[src/hdl/cmc_pkg.sv]
package cmc_pkg;

	localparam int MAX_VERTICES = 1024;
	localparam int AW = $clog2(MAX_VERTICES);
	localparam int CW = AW + 1;

	localparam int MARK_W = 35;
	localparam int LIM_W = 34;
	localparam int TOT_W = 32;

	typedef enum logic [2:0] {
		REQ_CLEAR_MARKS  = 3'd0,
		REQ_VISIT        = 3'd1,
		REQ_LOAD         = 3'd2,
		REQ_READ         = 3'd3,
		REQ_CLEAR_TOTALS = 3'd4
	} req_t;

	typedef enum logic [1:0] {
		KIND_CONTRIB = 2'd0,
		KIND_TOTAL   = 2'd1,
		KIND_ACK     = 2'd2
	} kind_t;

	localparam logic [1:0] MODE_PLAIN  = 2'd0;
	localparam logic [1:0] MODE_COUNT  = 2'd1;
	localparam logic [1:0] MODE_WEIGHT = 2'd2;

	localparam logic CFG_MODE   = 1'b0;
	localparam logic CFG_VCOUNT = 1'b1;

	typedef struct packed {
		req_t        req;
		logic [9:0]  vertex;
		logic [9:0]  neighbor;
		logic [15:0] weight;
		logic        has_neighbor;
		logic        last;
		logic [9:0]  cth;
		logic [23:0] wth;
	} item_t;

	typedef struct packed {
		logic [1:0]  mode;
		logic [10:0] vcount;
	} cfg_t;

	typedef enum logic [3:0] {
		S_INIT,
		S_IDLE,
		S_RD_NB,
		S_TOUCH,
		S_RD_V,
		S_FIN,
		S_CLR_M,
		S_CLR_T,
		S_ACK
	} state_t;

endpackage

[src/hdl/cmc_front.sv]
module cmc_front (
	input  logic           clk,
	input  logic           arst_n,
	input  logic           in_valid,
	output logic           in_stall,
	input  cmc_pkg::item_t in_item,
	input  logic           hold,
	output logic           q_valid,
	output cmc_pkg::item_t q_item,
	input  logic           pop
);

	cmc_pkg::item_t slot_q [2];
	logic           wr_ptr_q;
	logic           rd_ptr_q;
	logic [1:0]     cnt_q;
	logic           accept;
	logic           push;
	logic           known;

	// requests five to seven are dropped here
	assign known = (in_item.req == cmc_pkg::REQ_CLEAR_MARKS) ||
		(in_item.req == cmc_pkg::REQ_VISIT) || (in_item.req == cmc_pkg::REQ_LOAD) ||
		(in_item.req == cmc_pkg::REQ_READ) || (in_item.req == cmc_pkg::REQ_CLEAR_TOTALS);

	assign in_stall = (cnt_q == 2'd2) || hold;
	assign accept = in_valid && !in_stall;
	assign push = accept && known;
	assign q_valid = (cnt_q != 2'd0);
	assign q_item = slot_q[rd_ptr_q];

	always_ff @(posedge clk) begin
		if (push) begin
			slot_q[wr_ptr_q] <= in_item;
		end
	end

	always_ff @(posedge clk or negedge arst_n) begin
		if (!arst_n) begin
			wr_ptr_q <= 1'b0;
			rd_ptr_q <= 1'b0;
			cnt_q <= 2'd0;
		end else begin
			if (push) begin
				wr_ptr_q <= !wr_ptr_q;
			end
			if (pop && q_valid) begin
				rd_ptr_q <= !rd_ptr_q;
			end
			cnt_q <= cnt_q + 2'(push) - 2'(pop && q_valid);
		end
	end

endmodule

[config.mk]
export PLATFORM = sky130hd
export DESIGN_NAME = cmc_front
export DESIGN_NICKNAME = d
export VERILOG_FILES = /design/src/hdl/cmc_pkg.sv /design/src/hdl/cmc_front.sv
export SDC_FILE = /design/constraint.sdc
export NUM_CORES = 1
export LEC_CHECK = 0
export ABC_AREA = 0
export BUFFER_PORTS_ARGS = -buffer_cell sky130_fd_sc_hd__buf_2
export CELL_PAD_IN_SITES_DETAIL_PLACEMENT = 2
export CELL_PAD_IN_SITES_GLOBAL_PLACEMENT = 2
export CORE_ASPECT_RATIO = 1.2
export CORE_MARGIN = 5
export CORE_UTILIZATION = 38
export DETAILED_ROUTE_END_ITERATION = 6
export GPL_TIMING_DRIVEN = 0
export PLACE_DENSITY_LB_ADDON = 0.05
export SETUP_SLACK_MARGIN = 0.5
export SLEW_MARGIN = 10
export SYNTH_ARGS = -nofsm -noshare
export SYNTH_HDL_FRONTEND = slang
export SYNTH_SLANG_ARGS = --single-unit
[constraint.sdc]
create_clock -name clk -period 5.8 [get_ports clk]
set_input_delay 0.58 -clock clk [delete_from_list [all_inputs] [get_ports clk]]
set_output_delay 0.58 -clock clk [all_outputs]
set_load 0.05 [all_outputs]
* After elaboration in Yosys (flattened, before gate mapping) *
Memories as Yosys holds them, arrays and structs flattened.
Index checks and enable logic that the tools add are counted.

operators by class
  add/subtract/negate cells = 2
  eq/ne operators = 5
  multiplexer cells = 2
  reductions and logical operators = 13

operator list
  kind                                                 number
  equality test 3 x 2 -> 1 bit, second input constant  2
  logical OR 1 bit                                     5
  equality test 3 x 1 -> 1 bit, second input constant  1
  equality test 3 bit, second input constant           1
  logical AND 1 bit                                    3
  zero test 1 bit                                      3
  zero test 3 bit                                      1
  adder 2 x 1 -> 2 bit                                 1
  equality test 2 bit, second input constant           1
  2-to-1 mux 1 bit                                     2
  nonzero test 2 bit                                   1
  subtractor 2 x 1 -> 2 bit                            1

word-level totals
  register bits = 4
  memory bits (writable) = 150
  output and inout port bits = 77
  memories = 1

memories
  name    depth  width  rd ports  clocked after memory_dff  wr ports  line             source
  slot_q  2      75     1         0                         1         cmc_front.sv:13  cmc_pkg::item_t slot_q [2];

* Depth between registers and ports, before layout *
Gate-level depths: netlist (run 1).

  depth after elaboration = 8
  mapped depth = 7

* Worst setup path before layout (run 1) *
No wires, ideal clock.

  path kind = input to register
  start = in in_item[73] in the netlist's numbering
  end = mem slot_q[0][0] in the netlist's numbering (enable)
  arrival time = 4.096 ns
  required time = 5.291 ns
  setup slack = 1.195 ns
  cell stages on the path = 3
  cells stage by stage = o21ai_0 nand4b_1 nor2_1

between the ends
  longest elaborated chain between the ends = 8
  elaborated cells between the ends (all ways) = 12

RTL lines
  item                                                             line                              source
  from (decl)                                                      cmc_front.sv:6                    input cmc_pkg::item_t in_item,
  equality test 3 x 1 -> 1 bit or zero test 3 bit (tied branches)  cmc_front.sv:23, cmc_front.sv:22
  logical OR 1 bit                                                 cmc_front.sv:22                   assign known = (in_item.req == cmc_pkg::REQ_CLEAR_MARKS) ||
  logical OR 1 bit (2 in series)                                   cmc_front.sv:23                   (in_item.req == cmc_pkg::REQ_VISIT) || (in_item.req == cmc_pkg::REQ_LOAD) ||
  logical OR 1 bit *                                               cmc_front.sv:24                   (in_item.req == cmc_pkg::REQ_READ) || (in_item.req == cmc_pkg::REQ_CLEAR_TOTALS);
  logical AND 1 bit *                                              cmc_front.sv:28                   assign push = accept && known;
  2-to-1 mux 1 bit *                                               cmc_front.sv:33                   if (push) begin
  2-to-1 mux 1 bit (implied by the code) *                         cmc_front.sv:34                   slot_q[wr_ptr_q] <= in_item;
  to (decl)                                                        cmc_front.sv:13

Mark *: on every way between the ends. The rest lies on a longest branch, timed or not.

==> reports/metrics.yaml, run 1 <==
layout-drive-gt1-share_pct: 61.3
power_density_nw_per_um2: 527
cp.required_ns: 5.22
crit_path_max_incr_delay_ns: 0.38
multiInputGateArea_um2: 1120
cts_made_buffers: 17
fillCellCount: 1375
cts_buffer_depth: 2
synthCells: 253
final_cell_area_um2: 7590
dpl_cell_area_um2: 6950
grt_pass1_wl_um: 18800
h-tree-depth: 4
max_slew_margin_pct: 51.0
fin_util_pct: 50.7
tightest_slew_ns: 0.733
post_cts_buffers: 0
p_total_mw: 4.00
synth.top_cell.area_share_pct: 77.9
yosysTopAreaCell: "edfxtp_1"
vdd_drop_max_v: 0.000286
synthTopCellsByArea: "edfxtp_1, mux2_4, mux2_2"
diodes: 0
hp-class: "in2reg"
io_buffers: 156
slew_violations: 0
fmax_ghz: 0.425
clk_pin_slew_ns: 0.06
worstHoldStart: "in_item[13]"
path_cells: "buf_4, buf_6, mux2_4, buf_2"
layout_setup_ws_ns: 3.45
antenna_found_initial: 1
p_leak_nw: 2.93
final_common_cell: "buf_2"
wl_per_cell_um: 18.6
gp_congestion: 0.706
grt_util_all_layers_pct: 14.2
clock_sinks: 154
r2r-start: "cnt_q[0]$_DFF_PN0_"
syn-num-nets: 335
core_um2: 15000
crit_type: "reg2out"
status: "completed"
rsz0062_at_grt: "false"
syn_to_final_growth_pct: 31.3
maxCapViolations: 0
synth.cell_area_um2: 5780
final_nets: 516
grt_max_degree: 29
crit_path_end_kind: "primary output"
grt_pass1_vias: 3427
drc: 0
synth-seq-cells: 154
cp-startpoint: "rd_ptr_q$_DFFE_PN0P_"
cts-resized-gates: 0
row_count: 49
cts_root_buf: "clkbuf_16"
clk_latency_ns: 0.41
yosysWarnings: 0
drt_iter0_drc: 112
hold-worst-slack_ns: 0.351
critical_path_arrival_ns: 1.77
fin_skew_ns: 0.00593
die_w_um: 123
fp.dieH_um: 145
critPathSlowestCell: "dfrtp_1"
postRouteAntennaNets: 0
ioPinCount: 157
setup_violations: 0
min_period_ns: 2.35
worstPathMaxFanout: 10
pre_cts_ws_ns: 3.20
via_per_inst: 4.56
vias: 2971
cp-start-kind: "flip-flop"
drt_first_pass_iters: 4
ff_latch_area_um2: 4600
min_period_over_period_pct: 40.6
synth_cell_types: 17
hold_viol_final: 0
ys_seq_area_share_pct: 79.7
syn_area_per_cell_um2: 22.8
gr-total-overflow: 0
die_area_um2: 17800
layout_common_cells: "buf_2, edfxtp_1, mux2_4"
post-dp-hpwl_um: 8580
wl_um: 12100
cts_tree: "done"
initial_core_util_pct: 38.6
-- synthesized netlist by cell type (all sizes together) --
master	number
and2	1
buf	8
dfrtp	4
edfxtp	150
ha	2
inv	2
mux2	75
nand2b	2
nand4b	1
nor2	2
o21ai	1
or2	1
xnor2	3
xor2	1
-- state kept, by name (all words and copies together), names as in the netlist --
register	count
cnt_q	2
rd_ptr_q	1
slot_q	150
wr_ptr_q	1
-- critical path: cells and delay by family, from the launching register on --
kind     cells  cell delay, ns
buf+inv      3            0.65
flops        1            0.38
mux          1            0.32
-- layer usage --
layer | part of all wire [%] | track usage, %
met5 | 0.11 | 0
met4 | 1.6 | 5.55
met3 | 8.1 | 5.45
met2 | 53 | 24.6
met1 | 37 | 15.5
-- where the power goes --
group,leakage (nW),internal [mW],total (mW),switching (mW)
Clock,0.298,0.757,1.17,0.416
Sequential,1.41,1.33,1.37,0.0329
Combinational,1.22,0.474,1.46,0.982
Total,2.93,2.57,4.00,1.43
-- layout make-up --
cell class,instances,share of cell area [%]
Multi-Input combinational cell,89,14.7
Timing Repair Buffer,162,11.9
Buffer,8,0.890
Sequential cell,154,60.7
Clock buffer,18,5.66
Clock inverter,14,2.67
Tap cell,204,3.36
Inverter,2,0.0989
-- cells by family after synthesis --
group / Yosys count / share of synthesized area [%]
buffers and inverters: 10 / 1.30
and+or+nand+nor: 7 / 0.714
AOI/OAI and AO/OA: 1 / 0.0865
muxes: 75 / 17.2
DFF: 154 / 79.7
xor gates and xnor gates: 4 / 0.606
adders and majority gates: 2 / 0.433
-- worst paths after layout --
path                            depth (start not counted)                       to  slack [ns]
worst max-delay path                                    4               q_item[53]        3.45
worst min-delay path                                    1  slot_q[0][13]$_DFFE_PP_        0.35
worst max register to register                          5  slot_q[0][45]$_DFFE_PP_        3.60
worst min register to register                          1       cnt_q[1]$_DFF_PN0_        0.50
max in group asynchronous                               2     wr_ptr_q$_DFFE_PN0P_        5.14
min in group asynchronous                               2     rd_ptr_q$_DFFE_PN0P_        0.54
-- repair_timing --
item                       CTS  global route
hold endpoints to repair     4             0
hold buffers                 1             0
setup endpoints to repair    0             0
-- per-stage QoR --
step	std cells	setup TNS, ns
after floorplan	253	0
after global placement	613	-164.80
final	651	0
after global routing	651	0
after detailed placement	618	0
after CTS	651	0
No activity file was read; power rests on OpenSTA's default activity.
==> inputs of run 2 (changes only) <==
Clock period 5.8 ns to 2.3 ns, I/O delays scaled along.
==> run 2 against run 1 <==
  * Clock skew rose by 0.0025 ns
  * Clock power rose by 130%
  * Setup slack got worse by 3.0 ns
  * Largest power group unchanged
==> reports/metrics.yaml, run 2 (synthesis results as in run 1) <==
wl_um: 14300  # +17%
row_count: 49  # unchanged
tightest_slew_ns: 0.300  # -0.433 ns
gp_congestion: 0.648  # -8.2%
fmax_ghz: 0.531
drt_first_pass_iters: 4  # unchanged
final_nets: 600  # +16%
cp.required_ns: 2.07  # -3.15 ns
layout_common_cells: "edfxtp_1, buf_2, dlygate4sd3_1"
status: "completed"
hp-class: "in2reg"
ioPinCount: 157  # unchanged
io_buffers: 156  # unchanged
hold_depth: 1  # unchanged
fin_util_pct: 58.8  # +8.1 points
layout-drive-gt1-share_pct: 55.3  # -6.0 points
worstHoldEndpoint: "slot_q[1][63]$_DFFE_PP_"
initial_core_util_pct: 38.6  # unchanged
reg2reg_slack_ns: 0.60  # -3.00 ns
path_cells: "buf_8, buf_12, mux2_4, buf_6"
hold-worst-slack_ns: 0.0211  # -0.330 ns
r2r-start: "cnt_q[1]$_DFF_PN0_"
crit_family: "buffers and inverters"
slew_violations: 0  # unchanged
clk_pin_slew_ns: 0.06  # about the same
grt_pass1_wl_um: 22300  # +18%
cp-start-kind: "flip-flop"
fillCellCount: 1313  # -4.5%
clock_sinks: 154  # unchanged
fp.dieH_um: 145  # unchanged
wl_per_cell_um: 19.4  # +4.2%
drc: 0  # unchanged
cts_tree: "done"
largest_register: "slot_q"
critPathSlowestCell: "dfrtp_2"
worstHoldStart: "in_item[63]"
grt_max_degree: 17  # -41%
h-tree-depth: 4  # unchanged
antenna_found_initial: 1  # unchanged
crit_type: "reg2out"
r2r-end: "cnt_q[1]$_DFF_PN0_"
rsz0062_at_grt: "true"
final_common_cell: "edfxtp_1"
die_area_um2: 17800  # unchanged
via_per_inst: 4.49  # -1.6%
vdd_drop_max_v: 0.000569  # +99%
vias: 3297  # +11%
worstPathMaxFanout: 10  # unchanged
post-dp-hpwl_um: 8670  # +0.97%
largest_register_ffs: 150  # unchanged
crit_path_max_incr_delay_ns: 0.45  # +0.07 ns
critical_path_arrival_ns: 1.65  # -0.12 ns
postRouteAntennaNets: 0  # unchanged
fin_skew_ns: 0.00844  # +0.00251 ns
cts_root_buf: "clkbuf_16"
clk_latency_ns: 0.41  # about the same
min_period_over_period_pct: 81.9
p_leak_nw: 3.43  # +17%
grt_pass1_vias: 3919  # +14%
min_period_ns: 1.88
setup_violations: 0  # unchanged
critPathBufInv: 3  # unchanged
gr-total-overflow: 0  # unchanged
drt_iter0_drc: 134  # +20%
die_w_um: 123  # unchanged
hold_viol_final: 0  # unchanged
diodes: 0  # unchanged
maxCapViolations: 0  # unchanged
max_slew_margin_pct: 79.8  # +29 points
ff2ff_path_depth: 7  # +2
syn_to_final_growth_pct: 52.2
power_density_nw_per_um2: 1210  # +130%
reg_top3: "slot_q x150, cnt_q x2"
cts_buffer_depth: 2  # unchanged
cts_made_buffers: 17  # unchanged
crit_path_end_kind: "primary output"
core_um2: 15000  # unchanged
grt_util_all_layers_pct: 16.8  # +2.6 points
==> run 2: routing by layer <==
| metal | vias up | wire, µm | track usage (%) |
|---|---|---|---|
| li1 | 1526 | - | - |
| met5 | - | 13 | 0 |
| met4 | 2 | 131 | 5.04 |
| met1 | 1657 | 5380 | 18.0 |
| met2 | 100 | 7810 | 30.8 |
| met3 | 12 | 920 | 5.88 |
==> run 2: where the power goes <==
| part | total, mW | switching (mW) | internal (mW) |
|---|---|---|---|
| combinational | 4.51 | 2.65 | 1.86 |
| clock | 2.64 | 1.06 | 1.57 |
| sequential | 3.47 | 0.101 | 3.37 |
| total | 10.6 | 3.81 | 6.80 |
==> run 2: worst max-delay path by stage <==
stage / startpoint / endpoint / slack (ns) / depth (start not counted)
3_3_place_gp: in_item[73] / slot_q[1][27]$_DFFE_PP_ / -1.04 / 4
3_5_place_dp: in_item[73] / slot_q[0][27]$_DFFE_PP_ / -0.25 / 7
2_1_floorplan: cnt_q[1]$_DFF_PN0_ / slot_q[0][0]$_DFFE_PP_ / -0.06 / 3
6_report: rd_ptr_q$_DFFE_PN0P_ / q_item[53] / 0.42 / 4
5_1_grt: rd_ptr_q$_DFFE_PN0P_ / q_item[53] / 0.36 / 4
4_1_cts: rd_ptr_q$_DFFE_PN0P_ / q_item[53] / 0.40 / 4
==> run 2: per-stage QoR <==
step                      cells  power [mW]  instance area (µm²)  setup WS, ns  setup TNS (ns)
after floorplan             253        6.42                 5800       -0.0558           -8.36
final                       734        10.6                 8800         0.416               0
after CTS                   726        10.6                 8700         0.399               0
after global placement      613        7.14                 6830         -1.04         -155.74
after detailed placement    621        7.29                 7050        -0.249          -10.04
after global routing        734        11.1                 8800         0.359               0
==> run 2: final cells by class <==
type	count	area [µm²]	area share (%)
flip-flops and latches	154	4610	52.4
repair buffers	246	2130	24.2
multi-input cells	89	1120	12.7
clock buffers	17	425	4.84
well taps	204	255	2.90
clock inverters	14	131	1.49
plain buffers	8	118	1.34
inverters	2	7.51	0.0853
==> run 2: repair_timing <==
item                       in CTS  in global routing
cloned                          1                  1
setup buffers                   5                  6
resized for setup             106                  6
setup endpoints to repair     226                119
hold endpoints to repair      138                  2
hold buffers                   68                  1
pin swaps                       3                  3
==> inputs of run 3 (changes only) <==
Settings changed: ABC_AREA 0 to 1, CORE_UTILIZATION 38 to 31.
Clock period 2.3 ns to 1.55 ns, I/O delays scaled along.
==> run 3 against run 2 <==
  * The run now fails in global routing
  * Synthesized area shrank 1.8%
  * Synthesized cell count grew 67%
==> reports/metrics.yaml, run 3 <==
syn_area_per_cell_um2: 13.4  # -41%
antenna_found_initial: 3
synth-async-reset-ratio_pct: 2.60  # unchanged
synth_edf_count: 150  # unchanged
status: "aborted with a tool error"
yosysMostFrequentCell: "nand2_1"
synth-seq-cells: 154  # unchanged
synth_cell_types: 16  # -1
gp_congestion: 0.696  # +7.5%
post-dp-hpwl_um: 11000  # +27%
clock_sinks: 154  # unchanged
io_buffers: 156  # unchanged
worst-ep-kind: "primary output"
fp.dieH_um: 158  # +9.0%
dpl_cell_area_um2: 8500  # +20%
cts_made_buffers: 17  # unchanged
syn-num-nets: 504  # +50%
grt_max_degree: 17
cts_buffer_depth: 2  # unchanged
h-tree-depth: 4  # unchanged
firstError: "[ERROR DPL-0033] detailed placement checks failed during check placement."
synth.cell_area_um2: 5680  # -1.8%
row_count: 54  # +10%
synth.top_cell.area_share_pct: 79.4  # +1.4 points
ys_seq_area_share_pct: 81.1  # +1.5 points
yosysWarnings: 0  # unchanged
worst_endpoint: "q_item[26]"
initial_core_util_pct: 31.3  # -7.3 points
netlist_top_cells_count: "nand2_1, edfxtp_1, buf_2, inv_1"
cts_root_buf: "clkbuf_16"
haltStage: "global routing"
synthFlopType: "edfxtp_1"
synthTopCellsByArea: "edfxtp_1, nand2_1, dfrtp_1"
synthCells: 422  # +67%
ioPinCount: 157  # unchanged
yosysTopAreaCell: "edfxtp_1"
die_w_um: 134  # +8.9%
run 3: cell types whose count changed after synthesis, sizes merged, moves of 2 or more:
cell / previous run / this run
buf: 8 / 15
inv: 2 / 10
mux2: 75 / 0
nand2: 0 / 229
nand2b: 2 / 0
nor2: 2 / 4
run 3: cells by family after synthesis:
group | synth area share [%]
XOR/XNOR | 0.463
adder cells (fa/ha/maj) | 0.441
AO/OA/AOI/OAI | 0.220
AND/OR/NAND/NOR | 15.6
flip-flops | 81.1
buffers and inverters | 2.14
run 3: timing repair:
item | 4_1_cts
hold endpoints to repair | 154
endpoints found under the setup margin | 231
pin swaps | 29
hold buffers | 76
gates cloned | 18
resized for setup | 372
buffers inserted | 39
run 3: through the flow:
stage | cells | setup slack (ns) | setup TNS, ns
floorplan | 422 | -0.701 | -101.05
global placement | 802 | -1.61 | -237.83
detailed placement | 807 | -0.770 | -75.52
CTS | 972 | -0.291 | -29.75
==> inputs of run 4 (changes only) <==
Settings changed: CELL_PAD_IN_SITES_DETAIL_PLACEMENT 2 to not set, CELL_PAD_IN_SITES_GLOBAL_PLACEMENT 2 to not set, CORE_ASPECT_RATIO 1.2 to not set, CORE_UTILIZATION 31 to 40, PLACE_DENSITY_LB_ADDON 0.05 to 0.15, SETUP_SLACK_MARGIN 0.5 to not set.
Clock period 1.55 ns to 2 ns, I/O delays scaled along.
==> run 4 against run 3 <==
  * The run now ends clean
  * Synthesized area did not move
  * Synthesized cell count unchanged
==> reports/metrics.yaml, run 4 <==
status: "completed"
initial_core_util_pct: 40.9  # +9.5 points
power_density_nw_per_um2: 1490
p_leak_nw: 3.53
cts_made_buffers: 17  # unchanged
clock_sinks: 154  # unchanged
crit_path_max_incr_delay_ns: 0.40
crit_type: "reg2out"
dpl_cell_area_um2: 6820  # -20%
synth.top_cell.area_share_pct: 79.4  # unchanged
cts_tree: "done"
fp.dieH_um: 129  # -18%
fillCellCount: 1149
final_cell_area_um2: 8220
fin_skew_ns: 0.00634
fin_util_pct: 59.2
cp.required_ns: 1.80
p_int_mw: 7.12
grt_pass1_wl_um: 19900
p_total_mw: 12.2
synth-seq-cells: 154  # unchanged
multiInputGateArea_um2: 957
syn-num-nets: 504  # unchanged
yosysWarnings: 0  # unchanged
ff_latch_area_um2: 4600
row_count: 43  # -20%
yosysTopAreaCell: "edfxtp_1"
synthFlopType: "edfxtp_1"
dp.cells: 763  # -5.5%
p_switching_mw: 5.10
gr-total-overflow: 0
yosysMostFrequentCell: "nand2_1"
hold_depth: 1
core_um2: 13900
reg_top3: "slot_q x150, cnt_q x2"
hold_viol_final: 0
synthCells: 422  # unchanged
syn_area_per_cell_um2: 13.4  # unchanged
cts_root_buf: "clkbuf_16"
cts_buffer_depth: 2  # unchanged
critPathBufInv: 3
synth_edf_count: 150  # unchanged
postRouteAntennaNets: 0
critPathSlowestCell: "dfrtp_1"
wl_um: 12700
min_period_ns: 1.89
fin_tns_setup_ns: 0
ys_seq_area_share_pct: 81.1  # unchanged
die_area_um2: 16700
instances_no_fill: 871
die_w_um: 129  # -3.3%
largest_register_ffs: 150
hold-worst-slack_ns: 0.0192
pwr-share-clk_pct: 26.2
synthTopCellsByArea: "edfxtp_1, nand2_1, dfrtp_1"
vias: 3852
fmax_ghz: 0.529
p_seq_share_pct: 32.3
netlist_top_cells_count: "nand2_1, edfxtp_1, buf_2, inv_1"
syn_to_final_growth_pct: 44.9
via_per_inst: 4.42
crit_cells: 5
comb_power_share_pct: 41.5
crit_path_end_kind: "primary output"
synth-async-reset-ratio_pct: 2.60  # unchanged
ioPinCount: 157  # unchanged
maxCapViolations: 0
final_common_cell: "nand2_1"
layout-drive-gt1-share_pct: 30.1
clk_latency_ns: 0.41
path_cells: "buf_4, buf_2, nand2_1, nand2_1, buf_2"
grt_max_degree: 30
largest_register: "slot_q"
layout_setup_ws_ns: 0.108
min_period_over_period_pct: 94.6
slew_violations: 0
antenna_found_initial: 0
post-dp-hpwl_um: 8350  # -24%
io_buffers: 156  # unchanged
synth_cell_types: 16  # unchanged
final_nets: 763
critical_path_arrival_ns: 1.69
setup_violations: 0
diodes: 0
synth.cell_area_um2: 5680  # unchanged
grt_util_all_layers_pct: 15.7
gp_congestion: 0.719  # +3.2%
drc: 0
max_slew_margin_pct: 79.2
p_sw_share_pct: 41.7
grt_pass1_vias: 4138
drt_first_pass_iters: 4
hp-class: "in2reg"
cp-start-kind: "flip-flop"
layout_common_cells: "nand2_1, buf_2, edfxtp_1"
h-tree-depth: 4  # unchanged
vdd_drop_max_v: 0.000891
crit_family: "buffers and inverters"
ff2ff_path_depth: 7
drt_iter0_drc: 185
worstPathMaxFanout: 10
tightest_slew_ns: 0.312
clk_pin_slew_ns: 0.05
rsz0062_at_grt: "false"
pre_cts_ws_ns: -0.232  # +0.538 ns
wl_per_cell_um: 14.5
==> run 4: cell counts after synthesis <==
Identical to the previous run, type by type.
==> run 4: routing by layer <==
metal | part of all wire (%) | global-route usage [%] | up-vias
met1 | 41 | 18.1 | 1775
met5 | 0 | 0 | -
met2 | 50 | 26.7 | 116
met4 | 2.6 | 7.23 | 0
met3 | 6.9 | 5.19 | 26
li1 | - | - | 1935
==> run 4: kinds of logic (layout without fill, tap and decap cells) <==
logic type | after synthesis | after routing | synth area share, %
XOR/XNOR | 3 | 3 | 0.463
buffers and inverters | 26 | 295 | 2.14
AND/OR/NAND/NOR | 235 | 235 | 15.6
flip-flops | 154 | 154 | 81.1
adder cells (fa/ha/maj) | 2 | 2 | 0.441
AO/OA/AOI/OAI | 2 | 2 | 0.220
==> run 4: layout make-up <==
| type | instances | share of cell area, % |
|---|---|---|
| flip-flops and latches | 154 | 56.0 |
| repair buffers | 239 | 20.6 |
| multi-input cells | 242 | 11.6 |
| clock buffers | 19 | 5.26 |
| well taps | 180 | 2.74 |
| clock inverters | 10 | 1.86 |
| plain buffers | 16 | 1.31 |
| inverters | 10 | 0.502 |
| repair inverters | 1 | 0.0913 |
==> run 4: path summary, 6_finish.rpt <==
path / from / end / slack [ns]
setup / recovery: rd_ptr_q$_DFFE_PN0P_ / q_item[25] / 0.11
min in group asynchronous: arst_n / rd_ptr_q$_DFFE_PN0P_ / 0.12
hold / removal: in_item[73] / slot_q[1][73]$_DFFE_PP_ / 0.02
hold reg to reg: cnt_q[0]$_DFF_PN0_ / cnt_q[0]$_DFF_PN0_ / 0.53
setup reg to reg: cnt_q[1]$_DFF_PN0_ / slot_q[0][30]$_DFFE_PP_ / 0.19
max in group asynchronous: arst_n / wr_ptr_q$_DFFE_PN0P_ / 1.76
==> run 4: what timing repair did <==
action / 4_1_cts / 5_1_grt
pin swaps: 0 / 1
setup buffers: 1 / 2
gates resized for setup: 8 / 10
cloned: 1 / 0
hold buffers: 75 / 0
endpoints found under the setup margin: 68 / 69
hold endpoints to repair: 152 / 0
==> run 4: power groups by stage <==
stage	combinational [mW]	sequential, mW	clock (mW)
4_1_cts	5.10	3.95	3.29
3_5_place_dp	4.92	4.02	0
2_1_floorplan	3.64	4.00	0
6_report	5.07	3.95	3.20
3_3_place_gp	4.84	4.02	0
5_1_grt	5.43	3.97	3.43
